**src/design/crp_pkg.sv**
```systemverilog
// ----------------------------------------------------------------------------
// crp_pkg
// Shared types and constants of the clock page replacer: operation codes,
// datapath micro-operations and the status word returned to the controller.
// ----------------------------------------------------------------------------
`default_nettype none

package crp_pkg;

    localparam logic [1:0] FUNC_VICTIM = 2'd0;
    localparam logic [1:0] FUNC_PIN    = 2'd1;
    localparam logic [1:0] FUNC_UNPIN  = 2'd2;
    localparam logic [1:0] FUNC_SIZE   = 2'd3;

    localparam int          CFG_WIDTH          = 7;
    localparam logic [6:0]  CFG_CAPACITY_RESET = 7'd64;
    localparam logic        REG_CAPACITY       = 1'b0;

    typedef enum logic [3:0] {
        OP_NONE,
        OP_START,
        OP_EV_STEP,
        OP_EV_CLEAR,
        OP_TAKE,
        OP_INC,
        OP_SHIFT_DN,
        OP_FIX_VICTIM,
        OP_FIX_PIN,
        OP_SET_REF,
        OP_APPEND,
        OP_PTR_LAST,
        OP_SHIFT_UP,
        OP_INSERT
    } dp_op_t;

    typedef struct packed {
        logic cnt_zero;
        logic ref_set;
        logic match;
        logic src_last;
        logic has_room;
        logic ins_empty;
        logic ins_at_h;
    } dp_status_t;

endpackage

`default_nettype wire

```
**src/design/crp_ctrl.sv**
```systemverilog
// ----------------------------------------------------------------------------
// crp_ctrl
// Controller of the clock page replacer: sequences the search, sweep, shift
// and insert steps and issues one datapath operation per cycle.
// ----------------------------------------------------------------------------
`default_nettype none

module crp_ctrl
(
    input  wire logic               clk,
    input  wire logic               rst_n,
    input  wire logic               start,
    input  wire logic [1:0]         func,
    input  wire crp_pkg::dp_status_t st,
    output logic                    busy,
    output logic                    done,
    output crp_pkg::dp_op_t         op
);

    typedef enum logic [3:0] {
        S_IDLE,
        S_EV_START,
        S_EV_RD,
        S_EV_CHK,
        S_RM_START,
        S_RM_RD,
        S_RM_WR,
        S_RM_END,
        S_FD_START,
        S_FD_RD,
        S_FD_CHK,
        S_INS_START,
        S_INS_RD,
        S_INS_WR,
        S_INS_PUT
    } state_t;

    state_t      state_reg, state_next;
    logic [1:0]  func_reg, func_next;
    logic        done_reg, done_next;

    always_comb
    begin
        state_next = state_reg;
        func_next  = func_reg;
        done_next  = 1'b0;
        op         = crp_pkg::OP_NONE;
        case (state_reg)
            S_IDLE:
            begin
                if (start)
                begin
                    op        = crp_pkg::OP_START;
                    func_next = func;
                    case (func)
                        crp_pkg::FUNC_VICTIM: state_next = S_EV_START;
                        crp_pkg::FUNC_PIN:    state_next = S_FD_START;
                        crp_pkg::FUNC_UNPIN:  state_next = S_FD_START;
                        default:              done_next  = 1'b1;
                    endcase
                end
            end
            S_EV_START:
            begin
                if (st.cnt_zero)
                begin
                    state_next = S_IDLE;
                    done_next  = 1'b1;
                end
                else
                begin
                    op         = crp_pkg::OP_EV_STEP;
                    state_next = S_EV_RD;
                end
            end
            S_EV_RD:
            begin
                state_next = S_EV_CHK;
            end
            S_EV_CHK:
            begin
                if (st.ref_set)
                begin
                    op         = crp_pkg::OP_EV_CLEAR;
                    state_next = S_EV_RD;
                end
                else
                begin
                    if (func_reg == crp_pkg::FUNC_VICTIM)
                    begin
                        op = crp_pkg::OP_TAKE;
                    end
                    state_next = S_RM_START;
                end
            end
            S_RM_START:
            begin
                if (st.src_last)
                begin
                    state_next = S_RM_END;
                end
                else
                begin
                    op         = crp_pkg::OP_INC;
                    state_next = S_RM_RD;
                end
            end
            S_RM_RD:
            begin
                state_next = S_RM_WR;
            end
            S_RM_WR:
            begin
                op         = crp_pkg::OP_SHIFT_DN;
                state_next = st.src_last ? S_RM_END : S_RM_RD;
            end
            S_RM_END:
            begin
                if (func_reg == crp_pkg::FUNC_PIN)
                begin
                    op = crp_pkg::OP_FIX_PIN;
                end
                else
                begin
                    op = crp_pkg::OP_FIX_VICTIM;
                end
                if (func_reg == crp_pkg::FUNC_UNPIN)
                begin
                    state_next = S_INS_START;
                end
                else
                begin
                    state_next = S_IDLE;
                    done_next  = 1'b1;
                end
            end
            S_FD_START:
            begin
                if (st.cnt_zero)
                begin
                    if (func_reg == crp_pkg::FUNC_UNPIN && !st.has_room)
                    begin
                        state_next = S_EV_START;
                    end
                    else
                    begin
                        if (func_reg == crp_pkg::FUNC_UNPIN)
                        begin
                            op = crp_pkg::OP_APPEND;
                        end
                        state_next = S_IDLE;
                        done_next  = 1'b1;
                    end
                end
                else
                begin
                    state_next = S_FD_RD;
                end
            end
            S_FD_RD:
            begin
                state_next = S_FD_CHK;
            end
            S_FD_CHK:
            begin
                if (st.match)
                begin
                    if (func_reg == crp_pkg::FUNC_PIN)
                    begin
                        state_next = S_RM_START;
                    end
                    else
                    begin
                        op         = crp_pkg::OP_SET_REF;
                        state_next = S_IDLE;
                        done_next  = 1'b1;
                    end
                end
                else if (!st.src_last)
                begin
                    op         = crp_pkg::OP_INC;
                    state_next = S_FD_RD;
                end
                else if (func_reg == crp_pkg::FUNC_UNPIN && !st.has_room)
                begin
                    state_next = S_EV_START;
                end
                else
                begin
                    if (func_reg == crp_pkg::FUNC_UNPIN)
                    begin
                        op = crp_pkg::OP_APPEND;
                    end
                    state_next = S_IDLE;
                    done_next  = 1'b1;
                end
            end
            S_INS_START:
            begin
                if (st.ins_empty)
                begin
                    state_next = S_INS_PUT;
                end
                else
                begin
                    op         = crp_pkg::OP_PTR_LAST;
                    state_next = S_INS_RD;
                end
            end
            S_INS_RD:
            begin
                state_next = S_INS_WR;
            end
            S_INS_WR:
            begin
                op         = crp_pkg::OP_SHIFT_UP;
                state_next = st.ins_at_h ? S_INS_PUT : S_INS_RD;
            end
            S_INS_PUT:
            begin
                op         = crp_pkg::OP_INSERT;
                state_next = S_IDLE;
                done_next  = 1'b1;
            end
            default:
            begin
                state_next = S_IDLE;
            end
        endcase
    end

    always_ff @(posedge clk or negedge rst_n)
    begin
        if (!rst_n)
        begin
            state_reg <= S_IDLE;
            func_reg  <= crp_pkg::FUNC_SIZE;
            done_reg  <= 1'b0;
        end
        else
        begin
            state_reg <= state_next;
            func_reg  <= func_next;
            done_reg  <= done_next;
        end
    end

    assign busy = (state_reg != S_IDLE);
    assign done = done_reg;

endmodule

`default_nettype wire

```
**src/design/crp_datapath.sv**
```systemverilog
// ----------------------------------------------------------------------------
// crp_datapath
// Datapath of the clock page replacer: the slot memory of frame numbers and
// reference bits, the entry count, the clock hand and the result registers.
// ----------------------------------------------------------------------------
`default_nettype none

module crp_datapath
#(
    parameter int CAPACITY      = 64,
    parameter int FRAME_ID_BITS = 10
)
(
    input  wire logic                             clk,
    input  wire logic                             rst_n,
    input  wire crp_pkg::dp_op_t                  op,
    input  wire logic [FRAME_ID_BITS-1:0]         frame_num,
    input  wire logic [crp_pkg::CFG_WIDTH-1:0]    capacity,
    output crp_pkg::dp_status_t                   st,
    output logic                                  found,
    output logic [FRAME_ID_BITS-1:0]              victim_frame,
    output logic [$clog2(CAPACITY+1)-1:0]         list_size
);

    localparam int IDX_W = (CAPACITY > 1) ? $clog2(CAPACITY) : 1;
    localparam int CNT_W = $clog2(CAPACITY + 1);
    localparam int ENT_W = FRAME_ID_BITS + 1;

    logic [ENT_W-1:0]          slot_reg [CAPACITY];
    logic [ENT_W-1:0]          rdata_reg;
    logic [CNT_W-1:0]          count_reg, count_next;
    logic [IDX_W-1:0]          hand_reg, hand_next;
    logic                      hv_reg, hv_next;
    logic [CNT_W-1:0]          ptr_reg, ptr_next;
    logic [FRAME_ID_BITS-1:0]  fid_reg, fid_next;
    logic                      found_reg, found_next;
    logic [FRAME_ID_BITS-1:0]  victim_reg, victim_next;

    logic                      we;
    logic [CNT_W-1:0]          waddr;
    logic [ENT_W-1:0]          wdata;

    logic [CNT_W-1:0]          limit;
    logic [CNT_W-1:0]          hand_ext;
    logic [CNT_W-1:0]          hand_inc;
    logic [CNT_W-1:0]          hand_wrap;
    logic [CNT_W-1:0]          ins_pos;
    logic [CNT_W-1:0]          count_dec;

    always_comb
    begin
        if (capacity == '0)
        begin
            limit = CNT_W'(1);
        end
        else if (32'(capacity) > CAPACITY)
        begin
            limit = CNT_W'(CAPACITY);
        end
        else
        begin
            limit = CNT_W'(capacity);
        end
    end

    assign hand_ext  = CNT_W'(hand_reg);
    assign hand_inc  = hand_ext + CNT_W'(1);
    assign hand_wrap = (hand_inc == count_reg) ? '0 : hand_inc;
    assign count_dec = count_reg - CNT_W'(1);

    always_comb
    begin
        ins_pos = hv_reg ? hand_ext : '0;
        if (ins_pos > count_reg)
        begin
            ins_pos = count_reg;
        end
    end

    assign st.cnt_zero  = (count_reg == '0);
    assign st.ref_set   = rdata_reg[ENT_W-1];
    assign st.match     = (rdata_reg[FRAME_ID_BITS-1:0] == fid_reg);
    assign st.src_last  = ({1'b0, ptr_reg} + (CNT_W+1)'(1)) >= {1'b0, count_reg};
    assign st.has_room  = (count_reg < limit);
    assign st.ins_empty = (count_reg == ins_pos);
    assign st.ins_at_h  = (ptr_reg == ins_pos);

    always_comb
    begin
        count_next  = count_reg;
        hand_next   = hand_reg;
        hv_next     = hv_reg;
        ptr_next    = ptr_reg;
        fid_next    = fid_reg;
        found_next  = found_reg;
        victim_next = victim_reg;
        we          = 1'b0;
        waddr       = ptr_reg;
        wdata       = rdata_reg;
        case (op)
            crp_pkg::OP_START:
            begin
                fid_next    = frame_num;
                found_next  = 1'b0;
                victim_next = '0;
                ptr_next    = '0;
            end
            crp_pkg::OP_EV_STEP:
            begin
                hand_next = hv_reg ? IDX_W'(hand_wrap) : '0;
                ptr_next  = hv_reg ? hand_wrap : '0;
                hv_next   = 1'b1;
            end
            crp_pkg::OP_EV_CLEAR:
            begin
                we        = 1'b1;
                waddr     = ptr_reg;
                wdata     = {1'b0, rdata_reg[FRAME_ID_BITS-1:0]};
                hand_next = IDX_W'(hand_wrap);
                ptr_next  = hand_wrap;
            end
            crp_pkg::OP_TAKE:
            begin
                found_next  = 1'b1;
                victim_next = rdata_reg[FRAME_ID_BITS-1:0];
            end
            crp_pkg::OP_INC:
            begin
                ptr_next = ptr_reg + CNT_W'(1);
            end
            crp_pkg::OP_SHIFT_DN:
            begin
                we       = 1'b1;
                waddr    = ptr_reg - CNT_W'(1);
                wdata    = rdata_reg;
                ptr_next = ptr_reg + CNT_W'(1);
            end
            crp_pkg::OP_FIX_VICTIM:
            begin
                count_next = count_dec;
                if (count_dec == '0)
                begin
                    hv_next   = 1'b0;
                    hand_next = '0;
                end
                else if (hand_reg == '0)
                begin
                    hand_next = IDX_W'(count_dec - CNT_W'(1));
                end
                else
                begin
                    hand_next = hand_reg - IDX_W'(1);
                end
            end
            crp_pkg::OP_FIX_PIN:
            begin
                count_next = count_dec;
                if (hv_reg && hand_ext == count_dec)
                begin
                    if (count_dec == '0)
                    begin
                        hv_next   = 1'b0;
                        hand_next = '0;
                    end
                    else
                    begin
                        hand_next = IDX_W'(count_dec - CNT_W'(1));
                    end
                end
            end
            crp_pkg::OP_SET_REF:
            begin
                we    = 1'b1;
                waddr = ptr_reg;
                wdata = {1'b1, fid_reg};
            end
            crp_pkg::OP_APPEND:
            begin
                we         = 1'b1;
                waddr      = count_reg;
                wdata      = {1'b1, fid_reg};
                count_next = count_reg + CNT_W'(1);
                hand_next  = hv_reg ? IDX_W'(hand_inc) : '0;
                hv_next    = 1'b1;
            end
            crp_pkg::OP_PTR_LAST:
            begin
                ptr_next = count_dec;
            end
            crp_pkg::OP_SHIFT_UP:
            begin
                we       = 1'b1;
                waddr    = ptr_reg + CNT_W'(1);
                wdata    = rdata_reg;
                ptr_next = ptr_reg - CNT_W'(1);
            end
            crp_pkg::OP_INSERT:
            begin
                we         = 1'b1;
                waddr      = ins_pos;
                wdata      = {1'b1, fid_reg};
                count_next = count_reg + CNT_W'(1);
            end
            default:
            begin
                we = 1'b0;
            end
        endcase
    end

    always_ff @(posedge clk)
    begin
        if (we)
        begin
            slot_reg[waddr[IDX_W-1:0]] <= wdata;
        end
        rdata_reg <= slot_reg[ptr_reg[IDX_W-1:0]];
    end

    always_ff @(posedge clk or negedge rst_n)
    begin
        if (!rst_n)
        begin
            count_reg <= '0;
            hand_reg  <= '0;
            hv_reg    <= 1'b0;
            found_reg <= 1'b0;
        end
        else
        begin
            count_reg <= count_next;
            hand_reg  <= hand_next;
            hv_reg    <= hv_next;
            found_reg <= found_next;
        end
    end

    always_ff @(posedge clk)
    begin
        ptr_reg    <= ptr_next;
        fid_reg    <= fid_next;
        victim_reg <= victim_next;
    end

    assign found        = found_reg;
    assign victim_frame = victim_reg;
    assign list_size    = count_reg;

endmodule

`default_nettype wire

```
**src/design/clock_page_replacer.sv**
```systemverilog
// ----------------------------------------------------------------------------
// clock_page_replacer
// Clock page replacement list with victim, pin, unpin and size operations.
// ----------------------------------------------------------------------------
// A command word is taken on func and frame_num when start is high and busy
// is low. Each command gives exactly one result word on found, victim_frame
// and list_size, marked by done for a single cycle. The receiver cannot
// stall; the result is taken in the cycle done is high.
// A size query answers in the cycle after it is taken. Other commands walk
// the slot memory one entry at a time, since its single read port has a
// registered output: a search reads entries up to the match, a removal or
// insertion reads and writes each shifted entry, and a victim sweep visits
// entries up to one full turn of the list plus one entry. The worst case
// is an unpin into a full list: a full search, a victim sweep, a removal
// and an insertion. The capacity register is written through the APB port;
// the user must write it only while idle; the block does not enforce this.
// Reset empties the list and parks the hand; the slot memory is not cleared,
// as only entries below the entry count are ever read.
// ----------------------------------------------------------------------------
`default_nettype none

module clock_page_replacer
#(
    parameter int CAPACITY      = 64,
    parameter int FRAME_ID_BITS = 10
)
(
    input  wire logic                          clk,
    input  wire logic                          rst_n,
    input  wire logic                          start,
    output logic                               busy,
    input  wire logic [1:0]                    func,
    input  wire logic [FRAME_ID_BITS-1:0]      frame_num,
    output logic                               done,
    output logic                               found,
    output logic [FRAME_ID_BITS-1:0]           victim_frame,
    output logic [$clog2(CAPACITY+1)-1:0]      list_size,
    input  wire logic                          psel,
    input  wire logic                          penable,
    input  wire logic                          pwrite,
    input  wire logic [2:0]                    paddr,
    input  wire logic [31:0]                   pwdata,
    output logic [31:0]                        prdata,
    output logic                               pready
);

    logic [crp_pkg::CFG_WIDTH-1:0] capacity_reg, capacity_next;
    crp_pkg::dp_op_t               op;
    crp_pkg::dp_status_t           st;

    always_comb
    begin
        capacity_next = capacity_reg;
        if (psel && penable && pwrite && paddr[2] == crp_pkg::REG_CAPACITY)
        begin
            capacity_next = pwdata[crp_pkg::CFG_WIDTH-1:0];
        end
    end

    always_ff @(posedge clk or negedge rst_n)
    begin
        if (!rst_n)
        begin
            capacity_reg <= crp_pkg::CFG_CAPACITY_RESET;
        end
        else
        begin
            capacity_reg <= capacity_next;
        end
    end

    assign pready = 1'b1;
    assign prdata = (paddr[2] == crp_pkg::REG_CAPACITY) ? 32'(capacity_reg) : '0;

    crp_ctrl u_ctrl
    (
        .clk   (clk),
        .rst_n (rst_n),
        .start (start),
        .func  (func),
        .st    (st),
        .busy  (busy),
        .done  (done),
        .op    (op)
    );

    crp_datapath
    #(
        .CAPACITY      (CAPACITY),
        .FRAME_ID_BITS (FRAME_ID_BITS)
    )
    u_datapath
    (
        .clk          (clk),
        .rst_n        (rst_n),
        .op           (op),
        .frame_num    (frame_num),
        .capacity     (capacity_reg),
        .st           (st),
        .found        (found),
        .victim_frame (victim_frame),
        .list_size    (list_size)
    );

endmodule

`default_nettype wire

```
**config.mk**
```make
export PLATFORM = sky130hd
export DESIGN_NAME = clock_page_replacer
export DESIGN_NICKNAME = d
export VERILOG_FILES = /design/src/design/crp_pkg.sv /design/src/design/crp_ctrl.sv /design/src/design/crp_datapath.sv /design/src/design/clock_page_replacer.sv
export SDC_FILE = /design/constraint.sdc
export NUM_CORES = 1
export LEC_CHECK = 0
export CAP_MARGIN = 20
export CORE_MARGIN = 8
export CORE_UTILIZATION = 60
export DETAILED_ROUTE_END_ITERATION = 6
export DONT_BUFFER_PORTS = 1
export PLACE_DENSITY = 0.76
export SLEW_MARGIN = 40
export SYNTH_ARGS = -nofsm -noshare
export SYNTH_HDL_FRONTEND = slang
export SYNTH_SLANG_ARGS = --single-unit
```
**constraint.sdc**
```tcl
create_clock -name clk -period 10.4 [get_ports clk]
set_input_delay 0.52 -clock clk [delete_from_list [all_inputs] [get_ports clk]]
set_output_delay 0.52 -clock clk [all_outputs]
set_load 0.01 [all_outputs]
```
==> results.cfg, run 1 <==
[status]
status = complete, no violations

[setup_path]
critPathCaptureType = flip-flop
path_max_fanout = 111
critPathMostFrequentCell = ha_1
critPathRequiredTime_ns = 10.62
path_buf_inv = 2
reg2reg_to = u_datapath.slot_reg[55][1]
crit_family = compound AO/OA/AOI/OAI gates
crit_end = u_datapath.slot_reg[55][1]
crit_path_start = u_datapath.ptr_reg[1]
arrival_ns = 6.63
r2r.worst_path.cells = 11
cpPeakStageDelay_ns = 0.90
reg2reg_slack_ns = 3.99
cp-start-kind = flip-flop
critPathSlowestCell = nor3b_4
path_cells = buf_12, clkinv_2, ha_1, ha_1, a31oi_1, o21a_1, a21bo_2, a21oi_4, o211a_1, nand4_1, nor3b_4
reg2reg_from = u_datapath.ptr_reg[1]
worst-path-stages = 11
worstSetupPathType = reg -> reg

[job]
maxCapViolations = 0

[min_path]
hold_class = in -> reg
min-delay-start = pwdata[2]
hold_path_depth = 1

[synthesis]
synth_top_cells_by_area = edfxtp_1, mux4_2, dfrtp_1
async_flop_share_pct = 3.76
synth.avg_cell_area_um2 = 17.7
yosysTopAreaCellShare_pct = 65.9
synth_top_area_cell = edfxtp_1
ys_types = 98
synth_cells = 1879
ys_ff_latch = 771
synth_edf_count = 731
synth_most_common_cell = edfxtp_1
yosysWarnings = 0
syn_area_um2 = 33300
synth_commonest_cells = edfxtp_1, mux4_2, nand2_1
synthFlopType = edfxtp_1
seq_area_frac_synth_pct = 68.8

[clocking]
path_clk_slew_ns = 0.06
cts_made_buffers = 78
post_cts_buffers = 0
clock-root-buffer = clkbuf_16
post_cts_resize_count = 0
cts_sinks = 771
clkLatencyLatePin_ns = 0.63
cts_tree = built
cts_hold_buf = 12
clockBufferDepth = 3
h-tree-depth = 3

[sta]
setup_viol = 0
finalClockSkew_ns = 0.0302
rsz0062_at_grt = no
fin_crit_sh_pct = 61.6
min_period_ns = 6.41
finalHoldViolations = 0
worst_pin_slew_ns = 0.860
drv_slew = 0
tns_ns = 0
max_freq_mhz = 156
slew_headroom_pct = 41.2

[placement]
portBuffers = 0
gp_congestion = 0.908
placed_cell_area_um2 = 34600
dp_hpwl_um = 48600

[final_layout]
drive_gt1_share_pct = 23.6
seqCellArea_um2 = 22900
fillCellCount = 3427
design_area_um2 = 37100
nets = 2028
largest_reg_flops = 704
fin_util_pct = 67.5
syn2layout_area_growth_pct = 11.6
multi_input_area_um2 = 9990
n_antenna_cell = 0

[floorplanning]
dieArea_um2 = 63300
core-area_um2 = 55000
fp-row-count = 86
io_pins = 106
die_w_um = 252
die_h_um = 252
initial_core_util_pct = 60.5

[global_route]
grt_pass1_vias = 18400
antenna_found_initial = 1
track_usage_pct = 25.5
grt_start_max_net_pins = 112
grt_pass1_wl_um = 120000
grt-ovfl-total = 0

[power_and_ir_drop]
leakage_nw = 12.2
power_mw = 11.2
p_per_area_nw_per_um2 = 300
ir_drop_uv = 181

[detailed_routing]
antenna_left = 0
remaining_drc_errors = 0
wl_um = 81000
via_per_inst = 6.68
avgRoutedWirePerCell_um = 29.5
num_vias = 18400
first_pass_iters = 7
drt_iter0_drc = 2096
==> worst min path at each step <==
stage	end	slack [ns]
after floorplan	capacity_reg[0]	0.22
after global placement	u_datapath.list_size[0]	0.23
after detailed placement	u_datapath.hv_reg	0.23
after CTS	capacity_reg[3]	0.03
after global routing	capacity_reg[0]	0.03
final	capacity_reg[2]	0.06
==> per-layer routing <==
layer,vias to the layer above,track usage [%],part of all wire (%)
met2,1080,41.3,49
met4,0,10.4,4.2
li1,7730,-,-
met1,9344,34.4,38
met3,196,4.87,9.1
met5,-,0,0
==> logic make-up (layout without fill, tap and decap cells) <==
| logic type | count (synthesis) | after routing | synth area share (%) |
|---|---|---|---|
| fa+ha+maj | 33 | 33 | 1.24 |
| compound gates | 252 | 252 | 5.47 |
| flops | 771 | 771 | 68.8 |
| other cells | 2 | 26 | 0.0226 |
| mux | 256 | 256 | 14.8 |
| simple gates | 352 | 352 | 5.73 |
| buf+inv | 156 | 254 | 2.39 |
| xor+xnor | 57 | 57 | 1.54 |
==> cells in the final DEF, fill, tap and decap left out, drive strengths merged, types with 6 or more instances in the layout <==
cell type / count
nand2: 88
dlygate4sd3: 11
xnor2: 34
a31oi: 12
nor2b: 18
inv: 24
nand4: 8
a211oi: 14
clkinv: 40
nor4: 18
mux4: 187
xor2: 22
nand2b: 11
mux2i: 47
a21oi: 45
a211o: 11
ha: 33
and2: 28
nand3: 27
conb: 26
or2: 6
clkbuf: 93
dfrtp: 26
nor3b: 8
a22oi: 7
o22ai: 22
o211ai: 22
mux2: 22
dfxtp: 11
o221ai: 20
a221oi: 6
o21ai: 35
nor3: 54
o21a: 6
nor4b: 6
nor2: 59
a21o: 12
buf: 81
edfxtp: 731
==> metrics by stage <==
step / hold WS [ns] / cells / worst slack, ns
final: 0.0554 / 2749 / 3.99
after global routing: 0.0324 / 2749 / 3.72
after CTS: 0.0269 / 2747 / 4.23
after detailed placement: 0.226 / 2596 / 4.30
after global placement: 0.226 / 2590 / 4.36
after floorplan: 0.224 / 1903 / 5.30
==> layout make-up <==
cell class,count,share of cell area (%)
flip-flops and latches,771,61.7
well taps,748,2.52
clock inverters,47,0.991
clock buffers,92,5.51
repair buffers,93,2.19
inverters,22,0.226
multi-input cells,976,26.9
==> report_power, final <==
| part | switching [mW] | internal [mW] |
|---|---|---|
| Sequential | 0.189 | 4.09 |
| Clock | 1.17 | 1.49 |
| Combinational | 2.71 | 1.49 |
Power figures use the tool's default switching activity.
==> run 2: changes to the inputs <==
==> constraint.sdc (replaced) <==
create_clock -name clk -period 6.05 [get_ports clk]
set_input_delay 0.3025 -clock clk [delete_from_list [all_inputs] [get_ports clk]]
set_output_delay 0.3025 -clock clk [all_outputs]
set_load 0.01 [all_outputs]
==> results.cfg, run 2 (synthesized netlist as in run 1, its figures left out) <==
[final_layout]
fillCellCount = 3422
mostFrequentLayoutCells = edfxtp_1, mux4_2, buf_4
layout_commonest_cell = edfxtp_1
drive_gt1_share_pct = 24.5
nets = 2066
n_antenna_cell = 0
largest_reg_flops = 704
layout.cells.non_filler = 2782
syn2layout_area_growth_pct = 12.2
design_area_um2 = 37400

[sta]
tns_ns = 0
worst_pin_slew_ns = 0.875
slew_headroom_pct = 40.1
setup_viol = 0
fin_crit_sh_pct = 82.0
drv_slew = 0
finalHoldViolations = 0
rsz0062_at_grt = no
min_period_ns = 4.96
finalClockSkew_ns = 0.0222
max_freq_mhz = 202
final.setup.worst_slack_ns = 1.09

[setup_path]
critPathRequiredTime_ns = 6.30
reg2reg_slack_ns = 1.09
path_buf_inv = 2
cpPeakStageDelay_ns = 0.88
arrival_ns = 5.21
critPathMostFrequentCell = buf_4
critPathSlowestCell = edfxtp_1
cp-start-kind = flip-flop
path_cells = nand2_1, nor2_1, xor2_1, ha_1, nor2b_1, o21ai_0, buf_4, a211oi_2, a21o_1, a211o_1, or2_2, buf_4, nor3_4
path_max_fanout = 17
critPathCaptureType = flip-flop
crit_family = simple AND/OR/NAND/NOR gates
worstSetupPathType = reg -> reg

[global_route]
grt-ovfl-total = 0
track_usage_pct = 25.9
grt_pass1_vias = 18700
grt_start_max_net_pins = 68
antenna_found_initial = 0
grt_pass1_wl_um = 122000

[placement]
place_ws_ns = 1.00
dp_hpwl_um = 50600
gp_congestion = 0.941
dpl.cell_count = 2628
portBuffers = 0
placed_cell_area_um2 = 34700

[clocking]
path_clk_slew_ns = 0.06
clkLatencyLatePin_ns = 0.62
cts_sinks = 771
h-tree-depth = 3
cts_made_buffers = 76
clockBufferDepth = 3
cts_tree = built
post_cts_resize_count = 0
post_cts_buffers = 0
clock-root-buffer = clkbuf_16

[floorplanning]
dieArea_um2 = 63300
die_h_um = 252
fp-row-count = 86
initial_core_util_pct = 60.5
die_w_um = 252
io_pins = 106
core-area_um2 = 55000

[power_and_ir_drop]
p_sw_mw = 7.10
ir_drop_uv = 350
intPower_mw = 12.3
leakage_nw = 12.2
power_frac_seq_pct = 38.0
p_sw_share_pct = 36.7
p_comb_share_pct = 38.6
p_per_area_nw_per_um2 = 518
pwr-share-clk_pct = 23.4

[job]
maxCapViolations = 0

[min_path]
hold_class = in -> reg

[detailed_routing]
remaining_drc_errors = 0
num_vias = 18800
antenna_left = 0
drt_iter0_drc = 2173
avgRoutedWirePerCell_um = 29.7
first_pass_iters = 6
wl_um = 82600
via_per_inst = 6.76

[status]
status = complete, no violations
-- run 2: changes by cell type in the layout (fill, tap and decap cells not counted), sizes merged --
| cell | previous run | this run |
|---|---|---|
| clkinv | 40 | 29 |
| dlygate4sd3 | 11 | 21 |
| buf | 81 | 112 |
| bufinv | 3 | 4 |
| clkinvlp | 2 | 5 |
| clkbuf | 93 | 92 |
-- run 2: timing repair --
action	in CTS	in global routing
endpoints found under the setup margin	0	0
hold buffers	22	0
endpoints found under the hold margin	50	0
-- run 2: path summary, 6_finish.rpt --
check,endpoint,cells after the start,from
min in group asynchronous,u_datapath.hand_reg[5],2,rst_n
min reg2reg,u_ctrl.func_reg[0],2,u_ctrl.func_reg[0]
min,u_ctrl.func_reg[1],2,start
max,u_datapath.slot_reg[45][2],13,u_datapath.ptr_reg[3]
max reg2reg,u_datapath.slot_reg[45][2],13,u_datapath.ptr_reg[3]
max in group asynchronous,capacity_reg[6],2,rst_n
-- run 2: cell type report --
class,count,area [µm²],area share (%)
clock inverters,40,349,0.934
flip-flops and latches,771,22900,61.3
well taps,748,936,2.50
inverters,22,82.6,0.221
multi-input cells,976,9900,26.5
clock buffers,92,2020,5.41
repair buffers,133,1170,3.14
-- run 2: metal layers --
metal  GRT usage, %  up-vias  part of all wire, %
li1               -     7810                    -
met1           34.4     9675                   37
met2           42.8     1116                   49
met3           4.75      197                  9.4
met4           9.99        0                  3.7
met5              0        -                    0
-- run 2: power by group through the flow --
stage | Combinational, mW | Sequential, mW | Clock (mW)
final | 7.47 | 7.35 | 4.53
after global routing | 7.85 | 7.38 | 4.77
after CTS | 7.37 | 7.34 | 4.59
after detailed placement | 7.27 | 7.45 | 0
after global placement | 7.05 | 7.43 | 0
after floorplan | 4.88 | 7.28 | 0
-- run 2: stage by stage --
step / utilization, % / hold slack, ns / power (mW)
2_1_floorplan: - / 0.00691 / 12.2
3_3_place_gp: 63.1 / 0.00885 / 14.5
3_5_place_dp: 63.2 / 0.00869 / 14.7
4_1_cts: 67.9 / 0.00894 / 19.3
5_1_grt: 68.0 / 0.0726 / 20.0
6_report: 68.0 / 0.0185 / 19.4
